[src/assert_macros.svh]
// ----------------------------------------------------------------------------
// assert_macros.svh
// Concurrent assertion helpers used by the line follower back pipeline.
// ----------------------------------------------------------------------------
`ifndef ASSERT_MACROS_SVH
`define ASSERT_MACROS_SVH

// same-cycle implication, disabled during reset
`define ASSERT_IMP(lbl, clk, rst_n, ante, cons, msg) \
  lbl: assert property (@(posedge clk) disable iff (!rst_n) (ante) |-> (cons)) \
    else $error(msg);

// next-cycle implication, disabled during reset
`define ASSERT_NXT(lbl, clk, rst_n, ante, cons, msg) \
  lbl: assert property (@(posedge clk) disable iff (!rst_n) (ante) |=> (cons)) \
    else $error(msg);

`endif

[src/lfpm_pkg.sv]
// ----------------------------------------------------------------------------
// lfpm_pkg
// Types, codes and limits shared by the line follower PID mixer.
// ----------------------------------------------------------------------------
package lfpm_pkg;

  localparam int QUEUE_DEPTH_DEF = 2;

  localparam logic [1:0] CMD_FWD   = 2'd0;
  localparam logic [1:0] CMD_BACK  = 2'd1;
  localparam logic [1:0] CMD_RIGHT = 2'd2;
  localparam logic [1:0] CMD_LEFT  = 2'd3;

  localparam logic [2:0] REG_KP_FRONT   = 3'd0;
  localparam logic [2:0] REG_KD_FRONT   = 3'd1;
  localparam logic [2:0] REG_KP_SIDE    = 3'd2;
  localparam logic [2:0] REG_KI_SIDE    = 3'd3;
  localparam logic [2:0] REG_KD_SIDE    = 3'd4;
  localparam logic [2:0] REG_KP_HEADING = 3'd5;
  localparam logic [2:0] REG_KD_HEADING = 3'd6;
  localparam logic [2:0] REG_HEAD_TGT   = 3'd7;

  localparam int SIDE_LIM = 100;
  localparam int HEAD_LIM = 40;

  typedef struct packed {
    logic [7:0] kp_front;
    logic [7:0] kd_front;
    logic [7:0] kp_side;
    logic [7:0] ki_side;
    logic [7:0] kd_side;
    logic [7:0] kp_heading;
    logic [7:0] kd_heading;
  } gains_t;

  typedef struct packed {
    logic [1:0]         cmd;
    logic signed [4:0]  e;
    logic signed [5:0]  de;
    logic signed [10:0] he;
    logic signed [11:0] dhe;
    logic [9:0]         x;
  } item_t;

endpackage

[src/lfpm_front.sv]
// ----------------------------------------------------------------------------
// lfpm_front
// Accepts input beats, decodes both sensor rows, tracks held and previous
// errors and pushes a classified work item into the queue.
// ----------------------------------------------------------------------------
module lfpm_front (
  input  logic                clk,
  input  logic                rst_n,
  input  logic                in_valid,
  output logic                in_stall,
  input  logic [1:0]          in_command,
  input  logic [7:0]          in_front_bits,
  input  logic [7:0]          in_side_bits,
  input  logic signed [9:0]   in_heading,
  input  logic [9:0]          in_base_speed,
  input  logic signed [9:0]   heading_target,
  input  logic                q_full,
  output logic                push,
  output lfpm_pkg::item_t     push_item
);
  import lfpm_pkg::*;

  logic signed [3:0]  front_err_r, front_err_nxt;
  logic signed [4:0]  side_err_r, side_err_nxt;
  logic signed [3:0]  prev_front_r;
  logic signed [4:0]  prev_side_r;
  logic signed [10:0] prev_head_r;
  logic signed [3:0]  fdec;
  logic signed [4:0]  sdec;
  logic               fhit, shit, side_sel;
  logic signed [10:0] he_raw, he_nxt;

  assign in_stall = q_full;
  assign push     = in_valid && !q_full;

  always_comb begin
    fhit = 1'b1;
    fdec = 4'sd0;
    case (in_front_bits[6:1])
      6'h01:   fdec = -4'sd6;
      6'h03:   fdec = -4'sd5;
      6'h02:   fdec = -4'sd3;
      6'h06:   fdec = -4'sd2;
      6'h04:   fdec = -4'sd1;
      6'h0C:   fdec = 4'sd0;
      6'h08:   fdec = 4'sd1;
      6'h18:   fdec = 4'sd2;
      6'h10:   fdec = 4'sd3;
      6'h30:   fdec = 4'sd5;
      6'h20:   fdec = 4'sd6;
      default: fhit = 1'b0;
    endcase
  end

  always_comb begin
    shit = 1'b1;
    sdec = 5'sd0;
    case (in_side_bits)
      8'h01:   sdec = -5'sd8;
      8'h03:   sdec = -5'sd7;
      8'h02:   sdec = -5'sd6;
      8'h06:   sdec = -5'sd5;
      8'h04:   sdec = -5'sd3;
      8'h0C:   sdec = -5'sd2;
      8'h08:   sdec = -5'sd1;
      8'h18:   sdec = 5'sd0;
      8'h10:   sdec = 5'sd1;
      8'h30:   sdec = 5'sd2;
      8'h20:   sdec = 5'sd3;
      8'h60:   sdec = 5'sd5;
      8'h40:   sdec = 5'sd6;
      8'hC0:   sdec = 5'sd7;
      8'h80:   sdec = 5'sd8;
      default: shit = 1'b0;
    endcase
  end

  always_comb begin
    front_err_nxt = fhit ? fdec : front_err_r;
    side_err_nxt  = shit ? sdec : side_err_r;
    side_sel      = in_command inside {CMD_RIGHT, CMD_LEFT};
    he_raw        = 11'(in_heading) - 11'(heading_target);
    he_nxt        = (he_raw inside {-11'sd1, 11'sd0, 11'sd1}) ? 11'sd0 : he_raw;

    push_item.cmd = in_command;
    push_item.x   = in_base_speed;
    push_item.he  = he_nxt;
    push_item.dhe = 12'(he_nxt) - 12'(prev_head_r);
    if (side_sel) begin
      push_item.e  = side_err_nxt;
      push_item.de = 6'(side_err_nxt) - 6'(prev_side_r);
    end else begin
      push_item.e  = 5'(front_err_nxt);
      push_item.de = 6'(front_err_nxt) - 6'(prev_front_r);
    end
  end

  always_ff @(posedge clk) begin
    if (!rst_n) begin
      front_err_r  <= '0;
      side_err_r   <= '0;
      prev_front_r <= '0;
      prev_side_r  <= '0;
      prev_head_r  <= '0;
    end else if (push) begin
      front_err_r <= front_err_nxt;
      side_err_r  <= side_err_nxt;
      prev_head_r <= he_nxt;
      if (side_sel) begin
        prev_side_r <= side_err_nxt;
      end else begin
        prev_front_r <= front_err_nxt;
      end
    end
  end

endmodule

[src/lfpm_queue.sv]
// ----------------------------------------------------------------------------
// lfpm_queue
// Short FIFO of work items between the front and back parts.
// ----------------------------------------------------------------------------
module lfpm_queue #(
  parameter int DEPTH = lfpm_pkg::QUEUE_DEPTH_DEF
) (
  input  logic             clk,
  input  logic             rst_n,
  input  logic             push,
  input  lfpm_pkg::item_t  push_item,
  output logic             q_full,
  input  logic             pop,
  output lfpm_pkg::item_t  pop_item,
  output logic             q_empty
);
  import lfpm_pkg::*;

  localparam int AW = $clog2(DEPTH);
  localparam int CW = $clog2(DEPTH + 1);

  item_t           ent_r [DEPTH];
  logic [AW-1:0]   wr_ptr_r, wr_ptr_nxt;
  logic [AW-1:0]   rd_ptr_r, rd_ptr_nxt;
  logic [CW-1:0]   cnt_r, cnt_nxt;

  assign q_full   = (cnt_r == CW'(DEPTH));
  assign q_empty  = (cnt_r == '0);
  assign pop_item = ent_r[rd_ptr_r];

  always_comb begin
    wr_ptr_nxt = (wr_ptr_r == AW'(DEPTH - 1)) ? '0 : wr_ptr_r + AW'(1);
    rd_ptr_nxt = (rd_ptr_r == AW'(DEPTH - 1)) ? '0 : rd_ptr_r + AW'(1);
    case ({push, pop})
      2'b10:   cnt_nxt = cnt_r + CW'(1);
      2'b01:   cnt_nxt = cnt_r - CW'(1);
      default: cnt_nxt = cnt_r;
    endcase
  end

  always_ff @(posedge clk) begin
    if (push) begin
      ent_r[wr_ptr_r] <= push_item;
    end
  end

  always_ff @(posedge clk) begin
    if (!rst_n) begin
      wr_ptr_r <= '0;
      rd_ptr_r <= '0;
      cnt_r    <= '0;
    end else begin
      cnt_r <= cnt_nxt;
      if (push) begin
        wr_ptr_r <= wr_ptr_nxt;
      end
      if (pop) begin
        rd_ptr_r <= rd_ptr_nxt;
      end
    end
  end

endmodule

[src/lfpm_back.sv]
// ----------------------------------------------------------------------------
// lfpm_back
// Four-stage PID and mixing pipeline: products, integrals, clamps, drives.
// ----------------------------------------------------------------------------
`include "assert_macros.svh"

module lfpm_back (
  input  logic                 clk,
  input  logic                 rst_n,
  input  lfpm_pkg::gains_t     gains,
  input  logic                 q_empty,
  input  lfpm_pkg::item_t      pop_item,
  output logic                 pop,
  output logic                 out_valid,
  input  logic                 out_stall,
  output logic signed [15:0]   out_drive_one,
  output logic signed [15:0]   out_drive_two,
  output logic signed [15:0]   out_drive_three,
  output logic signed [15:0]   out_drive_four,
  output logic signed [15:0]   out_line_correction,
  output logic signed [6:0]    out_heading_correction
);
  import lfpm_pkg::*;

  function automatic logic signed [31:0] sat32(input logic signed [32:0] v);
    logic signed [31:0] r;
    if (v > 33'sh0_7FFF_FFFF) begin
      r = 32'sh7FFF_FFFF;
    end else if (v < -33'sh0_8000_0000) begin
      r = -32'sh8000_0000;
    end else begin
      r = 32'(v);
    end
    return r;
  endfunction

  function automatic logic signed [15:0] clamp34(input logic signed [33:0] v,
                                                 input int lo, input int hi);
    logic signed [15:0] r;
    if (v > 34'(hi)) begin
      r = 16'(hi);
    end else if (v < 34'(lo)) begin
      r = 16'(lo);
    end else begin
      r = 16'(v);
    end
    return r;
  endfunction

  function automatic logic signed [15:0] sat16(input logic signed [17:0] v);
    logic signed [15:0] r;
    if (v > 18'sd32767) begin
      r = 16'sh7FFF;
    end else if (v < -18'sd32768) begin
      r = -16'sh8000;
    end else begin
      r = 16'(v);
    end
    return r;
  endfunction

  logic adv;

  // product stage
  logic               p_vld_r;
  logic [1:0]         p_cmd_r;
  logic [9:0]         p_x_r;
  logic signed [13:0] p_pl_r, p_pl_nxt, p_pi_r, p_pi_nxt;
  logic signed [14:0] p_dl_r, p_dl_nxt;
  logic signed [19:0] p_ph_r, p_ph_nxt;
  logic signed [20:0] p_dh_r, p_dh_nxt;
  logic [7:0]         kp_l, ki_l, kd_l;
  logic               q_side;

  // integral stage
  logic               i_vld_r;
  logic [1:0]         i_cmd_r;
  logic [9:0]         i_x_r;
  logic signed [31:0] i_lint_r, i_hint_r;
  logic signed [15:0] i_pdl_r;
  logic signed [21:0] i_phd_r;
  logic signed [31:0] fint_r, sint_r, hint_r;
  logic signed [31:0] lint_nxt, hint_nxt;
  logic               p_side;

  // clamp stage
  logic               c_vld_r;
  logic [1:0]         c_cmd_r;
  logic [9:0]         c_x_r;
  logic signed [15:0] c_l_r, c_l_nxt;
  logic signed [6:0]  c_a_r, c_a_nxt;
  logic signed [33:0] l_raw, a_raw;
  logic               i_side;

  // mix stage
  logic               o_vld_r;
  logic signed [17:0] xs, ls, as, ta, tb, tc, td;
  logic signed [17:0] m0, m1, m2, m3;

  assign adv = !o_vld_r || !out_stall;
  assign pop = adv && !q_empty;
  assign out_valid = o_vld_r;

  always_comb begin
    q_side   = pop_item.cmd inside {CMD_RIGHT, CMD_LEFT};
    kp_l     = q_side ? gains.kp_side : gains.kp_front;
    ki_l     = q_side ? gains.ki_side : gains.kp_front;
    kd_l     = q_side ? gains.kd_side : gains.kd_front;
    p_pl_nxt = 14'($signed({1'b0, kp_l})) * 14'(pop_item.e);
    p_pi_nxt = 14'($signed({1'b0, ki_l})) * 14'(pop_item.e);
    p_dl_nxt = 15'($signed({1'b0, kd_l})) * 15'(pop_item.de);
    p_ph_nxt = 20'($signed({1'b0, gains.kp_heading})) * 20'(pop_item.he);
    p_dh_nxt = 21'($signed({1'b0, gains.kd_heading})) * 21'(pop_item.dhe);
  end

  always_comb begin
    p_side   = p_cmd_r inside {CMD_RIGHT, CMD_LEFT};
    lint_nxt = sat32(33'(p_side ? sint_r : fint_r) + 33'(p_pi_r));
    hint_nxt = sat32(33'(hint_r) + 33'(p_ph_r));
  end

  always_comb begin
    i_side  = i_cmd_r inside {CMD_RIGHT, CMD_LEFT};
    l_raw   = 34'(i_lint_r) + 34'(i_pdl_r);
    a_raw   = 34'(i_hint_r) + 34'(i_phd_r);
    c_l_nxt = i_side ? clamp34(l_raw, -SIDE_LIM, SIDE_LIM) : clamp34(l_raw, -32768, 32767);
    c_a_nxt = 7'(clamp34(a_raw, -HEAD_LIM, HEAD_LIM));
  end

  always_comb begin
    xs = $signed({8'd0, c_x_r});
    ls = 18'(c_l_r);
    as = 18'(c_a_r);
    ta = xs - ls - as;
    tb = xs + ls - as;
    tc = xs + ls + as;
    td = xs - ls + as;
    case (c_cmd_r)
      CMD_FWD: begin
        m0 = ta;  m1 = -tb; m2 = -tc; m3 = td;
      end
      CMD_BACK, CMD_RIGHT: begin
        m0 = -tb; m1 = ta;  m2 = td;  m3 = -tc;
      end
      default: begin
        m0 = td;  m1 = -tc; m2 = -tb; m3 = ta;
      end
    endcase
  end

  always_ff @(posedge clk) begin
    if (!rst_n) begin
      p_vld_r <= 1'b0;
      i_vld_r <= 1'b0;
      c_vld_r <= 1'b0;
      o_vld_r <= 1'b0;
      fint_r  <= '0;
      sint_r  <= '0;
      hint_r  <= '0;
    end else if (adv) begin
      p_vld_r <= !q_empty;
      i_vld_r <= p_vld_r;
      c_vld_r <= i_vld_r;
      o_vld_r <= c_vld_r;
      if (p_vld_r) begin
        hint_r <= hint_nxt;
        if (p_side) begin
          sint_r <= lint_nxt;
        end else begin
          fint_r <= lint_nxt;
        end
      end
    end
  end

  always_ff @(posedge clk) begin
    if (adv) begin
      p_cmd_r <= pop_item.cmd;
      p_x_r   <= pop_item.x;
      p_pl_r  <= p_pl_nxt;
      p_pi_r  <= p_pi_nxt;
      p_dl_r  <= p_dl_nxt;
      p_ph_r  <= p_ph_nxt;
      p_dh_r  <= p_dh_nxt;

      i_cmd_r  <= p_cmd_r;
      i_x_r    <= p_x_r;
      i_lint_r <= lint_nxt;
      i_hint_r <= hint_nxt;
      i_pdl_r  <= 16'(p_pl_r) + 16'(p_dl_r);
      i_phd_r  <= 22'(p_ph_r) + 22'(p_dh_r);

      c_cmd_r <= i_cmd_r;
      c_x_r   <= i_x_r;
      c_l_r   <= c_l_nxt;
      c_a_r   <= c_a_nxt;

      out_drive_one          <= sat16(m0);
      out_drive_two          <= sat16(m1);
      out_drive_three        <= sat16(m2);
      out_drive_four         <= sat16(m3);
      out_line_correction    <= c_l_r;
      out_heading_correction <= c_a_r;
    end
  end

  `ASSERT_IMP(a_head_rng, clk, rst_n, c_vld_r,
    (c_a_r <= 7'sd40) && (c_a_r >= -7'sd40), "heading correction out of range")
  `ASSERT_IMP(a_side_rng, clk, rst_n,
    c_vld_r && (c_cmd_r == CMD_RIGHT || c_cmd_r == CMD_LEFT),
    (c_l_r <= 16'sd100) && (c_l_r >= -16'sd100), "side correction out of range")
  `ASSERT_NXT(a_int_hold, clk, rst_n, !adv,
    $stable(fint_r) && $stable(sint_r) && $stable(hint_r), "integral moved while held")

endmodule

[src/line_follow_pid_mixer.sv]
// ----------------------------------------------------------------------------
// line_follow_pid_mixer
// Line follower control tick: sensor decode, front/side/heading PID and
// four-wheel mecanum drive mixing.
// ----------------------------------------------------------------------------
// Usage:
//   Input channel (in_valid/in_stall) carries one control tick per beat:
//   command, front and side sensor rows, measured heading and base speed.
//   Output channel (out_valid/out_stall) returns one beat per tick with the
//   four motor drives, the line correction and the heading correction.
//   Config channel (cfg_valid/cfg_ready) writes gains and heading target by
//   index; cfg_ready is always high. Write only while the block is idle.
//   Each result passes through the queue and the product, integral, clamp and mix stages.
//   Throughput: one beat per cycle while out_stall is low; the integral loops close in one stage.
//   When out_stall holds the output beat, the pipeline holds and the queue
//   fills; in_stall rises once the queue holds QUEUE_DEPTH items.
//   Reset clears the gains, held errors, integrals and all valid state.
// ----------------------------------------------------------------------------
module line_follow_pid_mixer #(
  parameter int QUEUE_DEPTH = lfpm_pkg::QUEUE_DEPTH_DEF
) (
  input  logic               clk,
  input  logic               rst_n,
  input  logic               cfg_valid,
  output logic               cfg_ready,
  input  logic [2:0]         cfg_index,
  input  logic [9:0]         cfg_data,
  input  logic               in_valid,
  output logic               in_stall,
  input  logic [1:0]         in_command,
  input  logic [7:0]         in_front_bits,
  input  logic [7:0]         in_side_bits,
  input  logic signed [9:0]  in_heading,
  input  logic [9:0]         in_base_speed,
  output logic               out_valid,
  input  logic               out_stall,
  output logic signed [15:0] out_drive_one,
  output logic signed [15:0] out_drive_two,
  output logic signed [15:0] out_drive_three,
  output logic signed [15:0] out_drive_four,
  output logic signed [15:0] out_line_correction,
  output logic signed [6:0]  out_heading_correction
);
  import lfpm_pkg::*;

  gains_t            gains_r;
  logic signed [9:0] head_tgt_r;
  logic              q_full, q_empty, push, pop;
  item_t             push_item, pop_item;

  assign cfg_ready = 1'b1;

  always_ff @(posedge clk) begin
    if (!rst_n) begin
      gains_r    <= '0;
      head_tgt_r <= '0;
    end else if (cfg_valid && cfg_ready) begin
      case (cfg_index)
        REG_KP_FRONT:   gains_r.kp_front   <= cfg_data[7:0];
        REG_KD_FRONT:   gains_r.kd_front   <= cfg_data[7:0];
        REG_KP_SIDE:    gains_r.kp_side    <= cfg_data[7:0];
        REG_KI_SIDE:    gains_r.ki_side    <= cfg_data[7:0];
        REG_KD_SIDE:    gains_r.kd_side    <= cfg_data[7:0];
        REG_KP_HEADING: gains_r.kp_heading <= cfg_data[7:0];
        REG_KD_HEADING: gains_r.kd_heading <= cfg_data[7:0];
        REG_HEAD_TGT:   head_tgt_r         <= $signed(cfg_data);
        default: ;
      endcase
    end
  end

  lfpm_front u_front (
    .clk            (clk),
    .rst_n          (rst_n),
    .in_valid       (in_valid),
    .in_stall       (in_stall),
    .in_command     (in_command),
    .in_front_bits  (in_front_bits),
    .in_side_bits   (in_side_bits),
    .in_heading     (in_heading),
    .in_base_speed  (in_base_speed),
    .heading_target (head_tgt_r),
    .q_full         (q_full),
    .push           (push),
    .push_item      (push_item)
  );

  lfpm_queue #(
    .DEPTH (QUEUE_DEPTH)
  ) u_queue (
    .clk       (clk),
    .rst_n     (rst_n),
    .push      (push),
    .push_item (push_item),
    .q_full    (q_full),
    .pop       (pop),
    .pop_item  (pop_item),
    .q_empty   (q_empty)
  );

  lfpm_back u_back (
    .clk                    (clk),
    .rst_n                  (rst_n),
    .gains                  (gains_r),
    .q_empty                (q_empty),
    .pop_item               (pop_item),
    .pop                    (pop),
    .out_valid              (out_valid),
    .out_stall              (out_stall),
    .out_drive_one          (out_drive_one),
    .out_drive_two          (out_drive_two),
    .out_drive_three        (out_drive_three),
    .out_drive_four         (out_drive_four),
    .out_line_correction    (out_line_correction),
    .out_heading_correction (out_heading_correction)
  );

endmodule

[config.mk]
export PLATFORM = sky130hd
export DESIGN_NAME = line_follow_pid_mixer
export DESIGN_NICKNAME = d
export VERILOG_FILES = /design/src/lfpm_pkg.sv /design/src/lfpm_front.sv /design/src/lfpm_queue.sv /design/src/lfpm_back.sv /design/src/line_follow_pid_mixer.sv
export VERILOG_INCLUDE_DIRS = /design/src /design/src/src
export SDC_FILE = /design/constraint.sdc
export NUM_CORES = 2
export LEC_CHECK = 0
export BUFFER_PORTS_ARGS = -buffer_cell sky130_fd_sc_hd__buf_2
export CAP_MARGIN = 10
export CORE_MARGIN = 8
export CORE_UTILIZATION = 60
export DETAILED_ROUTE_END_ITERATION = 10
export MAX_ROUTING_LAYER = met4
export PLACE_DENSITY_LB_ADDON = 0.08
export SLEW_MARGIN = 20
export SYNTH_ARGS = -nofsm -noshare
export SYNTH_HDL_FRONTEND = slang
export SYNTH_SLANG_ARGS = --single-unit
[constraint.sdc]
create_clock -name clk -period 31.2 [get_ports clk]
set_clock_uncertainty 0.15 [all_clocks]
set_input_delay 3.12 -clock clk [delete_from_list [all_inputs] [get_ports clk]]
set_output_delay 3.12 -clock clk [all_outputs]
set_load 0.02 [all_outputs]
; ---- Yosys cells after proc, flatten, opt, wreduce, memory -nomap -nowiden
; Memories as Yosys holds them, arrays and structs flattened. A register that Yosys moved wholly into a read port is not among the register bits.
; Cells that the tools add are included.
[totals]
in_bits = 56
mem_bits_rw = 92
output_inout_bits = 90
reg_bits = 531
romBits = 0
latchBits = 0
memories = 1
[classes]
n_addsub = 22
eq_ne = 48
n_reduce_logical = 34
multipliers = 5
n_lt_le_gt_ge = 18
mux = 37
n_div = 0
n_shift = 0
bitwise = 2
[memory_table]
columns = memory, words, width, rd, rd_ports_with_merged_regs, wr, line
row1 = u_queue.ent_r, 2, 46, 1, 1, 1, lfpm_queue.sv:22  ; item_t ent_r [DEPTH];
[ops]
columns = operator, n
row1 = $mux W16, 9
row2 = $pmux W18 S2, 4
row3 = $mux W32, 4
row4 = $gt A18 B16 Y1 const B, 4
row5 = $lt A18 B16 Y1 const B, 4
row6 = $pmux W5 S14, 1
row7 = $gt A33 B32 Y1 const B, 2
row8 = $lt A33 B32 Y1 const B, 2
row9 = $pmux W4 S10, 1
row10 = $add A17 B7 Y18, 2
row11 = $neg A18 Y18, 2
row12 = $sub A17 B7 Y18, 2
row13 = $gt A34 B16 Y1 const B, 1
row14 = $gt A34 B8 Y1 const B, 1
row15 = $lt A34 B16 Y1 const B, 1
row16 = $lt A34 B8 Y1 const B, 1
row17 = $add A32 B16 Y33, 1
row18 = $add A32 B20 Y33, 1
row19 = $add A32 B22 Y33, 1
row20 = $add A33 B14 Y33, 1
row21 = $gt A33 B7 Y1 const B, 1
row22 = $lt A33 B7 Y1 const B, 1
row23 = $mux W33, 1
row24 = $mul A9 B5 Y14, 2
row25 = 56 further kinds, 116

; ---- Logic depth before layout (Yosys ltp)
[depth]
ltp_word = 7
depth_mapped = 30
mapped_depth_nobuf = 29

; ---- Modules after synthesis
; A second synthesis with hierarchy kept.
[hier_totals]
hier_cells = 5173
hier_area_um2 = 49328.6
[by_module_without_submodules]
columns = module, cells_per_inst, area_each_um2, instances, seq_area_each_um2
row1 = lfpm_back, 4325, 40072.2, 1, 11971.5
row2 = lfpm_queue, 165, 3532.1, 1, 2862.7
row3 = lfpm_front, 449, 3290.7, 1, 580.6
row4 = line_follow_pid_mixer, 234, 2433.6, 1, 1321.3

; ---- Worst setup path after synthesis
; Ideal clock, no wire load.
[synth_path]
path_kind = input to register
startpoint = in out_stall
endpoint = reg u_queue.cnt_r[1]
setup_slack_ns = 18.328
setup_ns = 0.070
cell_stages = 6
required_time_ns = 30.980
arrival_ns = 12.651
path_cell_list = nand2_1 > o21ai_0 > inv_1 > ha_1 > or3_1 > a21oi_1
[synth_between]
elab_chain_len = 5
word_cells_on_any_way = 7
cone_classes = eq/ne: 2 / mux: 1 / reduce/logical: 4
[synth_lines]
columns = item, line
row1 = "start, declared", line_follow_pid_mixer.sv:36  ; input logic out_stall,
row2 = $logic_not A1 Y1 *, lfpm_back.sv:100  ; assign adv = !o_vld_r || !out_stall;
row3 = $logic_or A1 B1 Y1 *, lfpm_back.sv:100
row4 = $logic_and A1 B1 Y1 *, lfpm_back.sv:101  ; assign pop = adv && !q_empty;
row5 = named net pop, line_follow_pid_mixer.sv:48  ; logic q_full, q_empty, push, pop;
row6 = $eq A2 B1 Y1 or $eq A2 B2 Y1 (tied branches), lfpm_queue.sv:34  ; case ({push, pop})
row7 = $pmux W2 S2 or $reduce_bool A2 Y1 (tied branches), n/a
row8 = "end signal, assigned", lfpm_queue.sv:53  ; cnt_r <= cnt_nxt;
row9 = "end, declared", lfpm_queue.sv:25  ; logic [CW-1:0] cnt_r, cnt_nxt;
; The timed path passes the listed nets; every way through them passes the cells marked *.
; A chain may end at the register's enable or synchronous reset.

==> impl_metrics.toml <==
[outcome]
status = "completed"

[worst_setup_path]
crit_top_cell = "o21ai_0"
cp_slowest_cell = "nor4_1"
startpoint_type = "input pin"
crit_fanout = 11
critPathRequiredTime_ps = 31520
path_delay_family = "compound AO/OA/AOI/OAI gates"
path_buf_inv = 2
arrival_ps = 8390
crit_type = "input pin to flop"
slowest_delay_ps = 490
critPathCaptureType = "flop"

[synthesis]
syn_inst = 5261
synth_edf_count = 424
syn-cell-area_um2 = 49000
seq_area_frac_synth_pct = 34.2
synth-seq-cells = 624
syn_nets = 6009
async_reset_ff_share_pct = 0
synth_area_per_cell_um2 = 9.31
ys_types = 101
yosys_warnings = 0
synth_ff_type = "edfxtp_1"

[timing]
post-route-period-util_pct = 25.8
drv_slew = 0
fin_crit_ps = 8060
hold_violations = 0
finalSetupViolations = 0
tightest_slew_ps = 1070
fin_tns_setup_ps = 0
fmax_mhz = 124
rsz0062_at_grt = "no"
max_slew_margin_pct = 28.7

[drt]
vias = 37488
remaining_drc_errors = 0
avgViaCountPerCell = 5.81
drtIter0Drc = 2261
post_drt_wl_per_cell_um = 18.0
dr.pass1.iters = 5
routed_wl_um = 116000
antenna_left = 0

[layout]
utilization_pct = 65.7
fin_nets = 6075
finalInstanceArea_um2 = 53000
drive_above_1_share_pct = 8.12
area_growth_pct = 8.29

[floorplanning]
core-area_um2 = 80700
die_h_um = 302
die_x_um = 302
die_area_um2 = 91000
initial_utilization_pct = 60.7
core.rowCount = 104
ioPinCount = 146

[clocking]
clk_latency_ps = 620
clockBufferDepth = 3
hold_buffers = 0
h-tree-depth = 3
cts_setup_buffers = 0
clk_pin_slew_ps = 60
cts.repair.resized = 0
tritoncts = "built"
cts_root_buffer = "clkbuf_16"
cts_inserted_buffers = 72
cts.sinks = 624

[placed_design]
dpl.hpwl_um = 88600
gp_congestion = 0.935
placed_area_um2 = 50600
portBuffers = 142

[run]
maxCapViolCount = 0

[grt]
grt_first_pass_wirelength_um = 187000
grt_pass1_vias = 36400
antenna_found_initial = 8
track_usage_pct = 25.9
grt_overflow = 0
grt_max_degree = 91

[min_path]
hp-class = "flop to flop"
-- final cells by class --
type,count,area (µm²)
Sequential cell,624,16700
Tap cell,1060,1330
Timing Repair Buffer,177,997
Clock inverter,46,507
Antenna cell,7,17.5
Multi-Input combinational cell,3924,29500
Inverter,528,1980
Fill cell,6678,27600
Clock buffer,85,1910
-- state kept, by name (all words and copies together), names as in the netlist, 20 cells and up, named ones only --
signal           cells
gains_r             56
u_back.fint_r       32
u_back.hint_r       32
u_back.i_hint_r     32
u_back.i_lint_r     32
u_back.i_phd_r      22
u_back.p_dh_r       21
u_back.p_ph_r       20
u_back.sint_r       32
u_queue.ent_r       92
-- Yosys cell counts (all sizes together), types with 42 or more instances --
master / count / share of area (%)
o21bai: 50 / 0.77
mux2i: 42 / 0.86
dfxtp: 200 / 8.2
and2: 106 / 1.4
a21oi: 452 / 4.7
nand2: 454 / 3.5
ha: 463 / 12
clkbuf: 145 / 1.1
inv: 527 / 4.0
nand3: 69 / 0.71
nand2b: 67 / 0.86
a211oi: 44 / 0.70
nor2b: 99 / 1.3
o21ai: 358 / 3.7
a21o: 99 / 1.5
nor3: 67 / 0.68
fa: 229 / 9.4
edfxtp: 424 / 26
nor2: 459 / 3.5
mux2: 67 / 1.5
xor2: 96 / 1.7
xnor2: 185 / 3.4
-- cells by family after synthesis --
| logic type | after synthesis | synth area share, % |
|---|---|---|
| xor+xnor | 281 | 5.07 |
| flops | 624 | 34.2 |
| compound gates | 1331 | 16.9 |
| buf+inv | 713 | 5.55 |
| other cells | 1 | 0.00766 |
| fa+ha+maj | 710 | 21.6 |
| simple gates | 1492 | 14.4 |
| mux | 109 | 2.40 |
-- routing by layer --
layer	wire length [µm]	vias up	part of all wire (%)	GRT usage, %
li1	-	18534	-	-
met1	52000	17818	45	33.9
met2	53500	969	46	41.9
met3	6780	167	5.8	3.38
met4	3590	0	3.1	8.20
met5	0	-	0	-
-- layout by cell type (no fill, tap or decap), types with 19 or more instances in the layout --
master,instances
inv_1,526
ha_1,461
nor2_1,455
nand2_1,453
a21oi_1,447
edfxtp_1,424
o21ai_0,347
fa_1,229
dfxtp_1,199
xnor2_1,182
buf_2,142
and2_1,106
nor2b_1,99
a21o_1,99
xor2_1,96
clkbuf_16,73
nand3_1,68
nor3_1,67
nand2b_1,67
mux2_2,67
o21bai_1,50
a211oi_1,43
mux2i_1,42
a221oi_1,36
o21a_1,35
and3_1,34
buf_4,33
a22oi_1,31
a21boi_0,30
a31oi_1,29
or2_2,27
nand4_1,20
o31ai_1,19
-- worst register-to-register path: stages, from the launching register on --
cell      delay, ps
dfxtp_2         740
buf_4           570
mux2i_1         250
buf_4           270
clkinv_1        620
nand2_1         240
nand2_1         200
nand2_1         140
fa_1            470
fa_1            480
fa_1            540
inv_1            50
fa_1            510
fa_1            470
a21oi_1         140
nor2_1           50
nor2_1          160
o21bai_1        100
a21oi_1         220
o21bai_1         80
a21oi_1         220
o21bai_1         90
a21oi_1         200
xnor2_1          90
-- through the flow --
stage | cells | setup slack, ps | hold slack (ps)
floorplan | 5261 | 18330 | 250
global placement | 6312 | 22750 | 251
detailed placement | 6312 | 22620 | 255
CTS | 6443 | 23230 | 267
global route | 6449 | 22600 | 276
finish | 6451 | 23140 | 265
-- final timing paths --
| check | startpoint | slack, ps | depth (start not counted) | end |
|---|---|---|---|---|
| worst min-delay path | u_back.p_x_r[3]$_DFFE_PN_ | 270 | 0 | u_back.i_x_r[3]$_DFFE_PN_ |
| worst max register to register | flop | 23880 | 23 | u_back.p_dl_r[14]$_DFFE_PN_ |
| worst max-delay path | in_heading[1] | 23140 | 27 | u_queue.ent_r[1][21]$_DFFE_PP_ |
| worst min register to register | u_back.p_x_r[3]$_DFFE_PN_ | 270 | 0 | u_back.i_x_r[3]$_DFFE_PN_ |
Power is left out: the tool's default activity adds up to more than one toggle a clock period on the data nets, which glitch-free logic cannot reach.
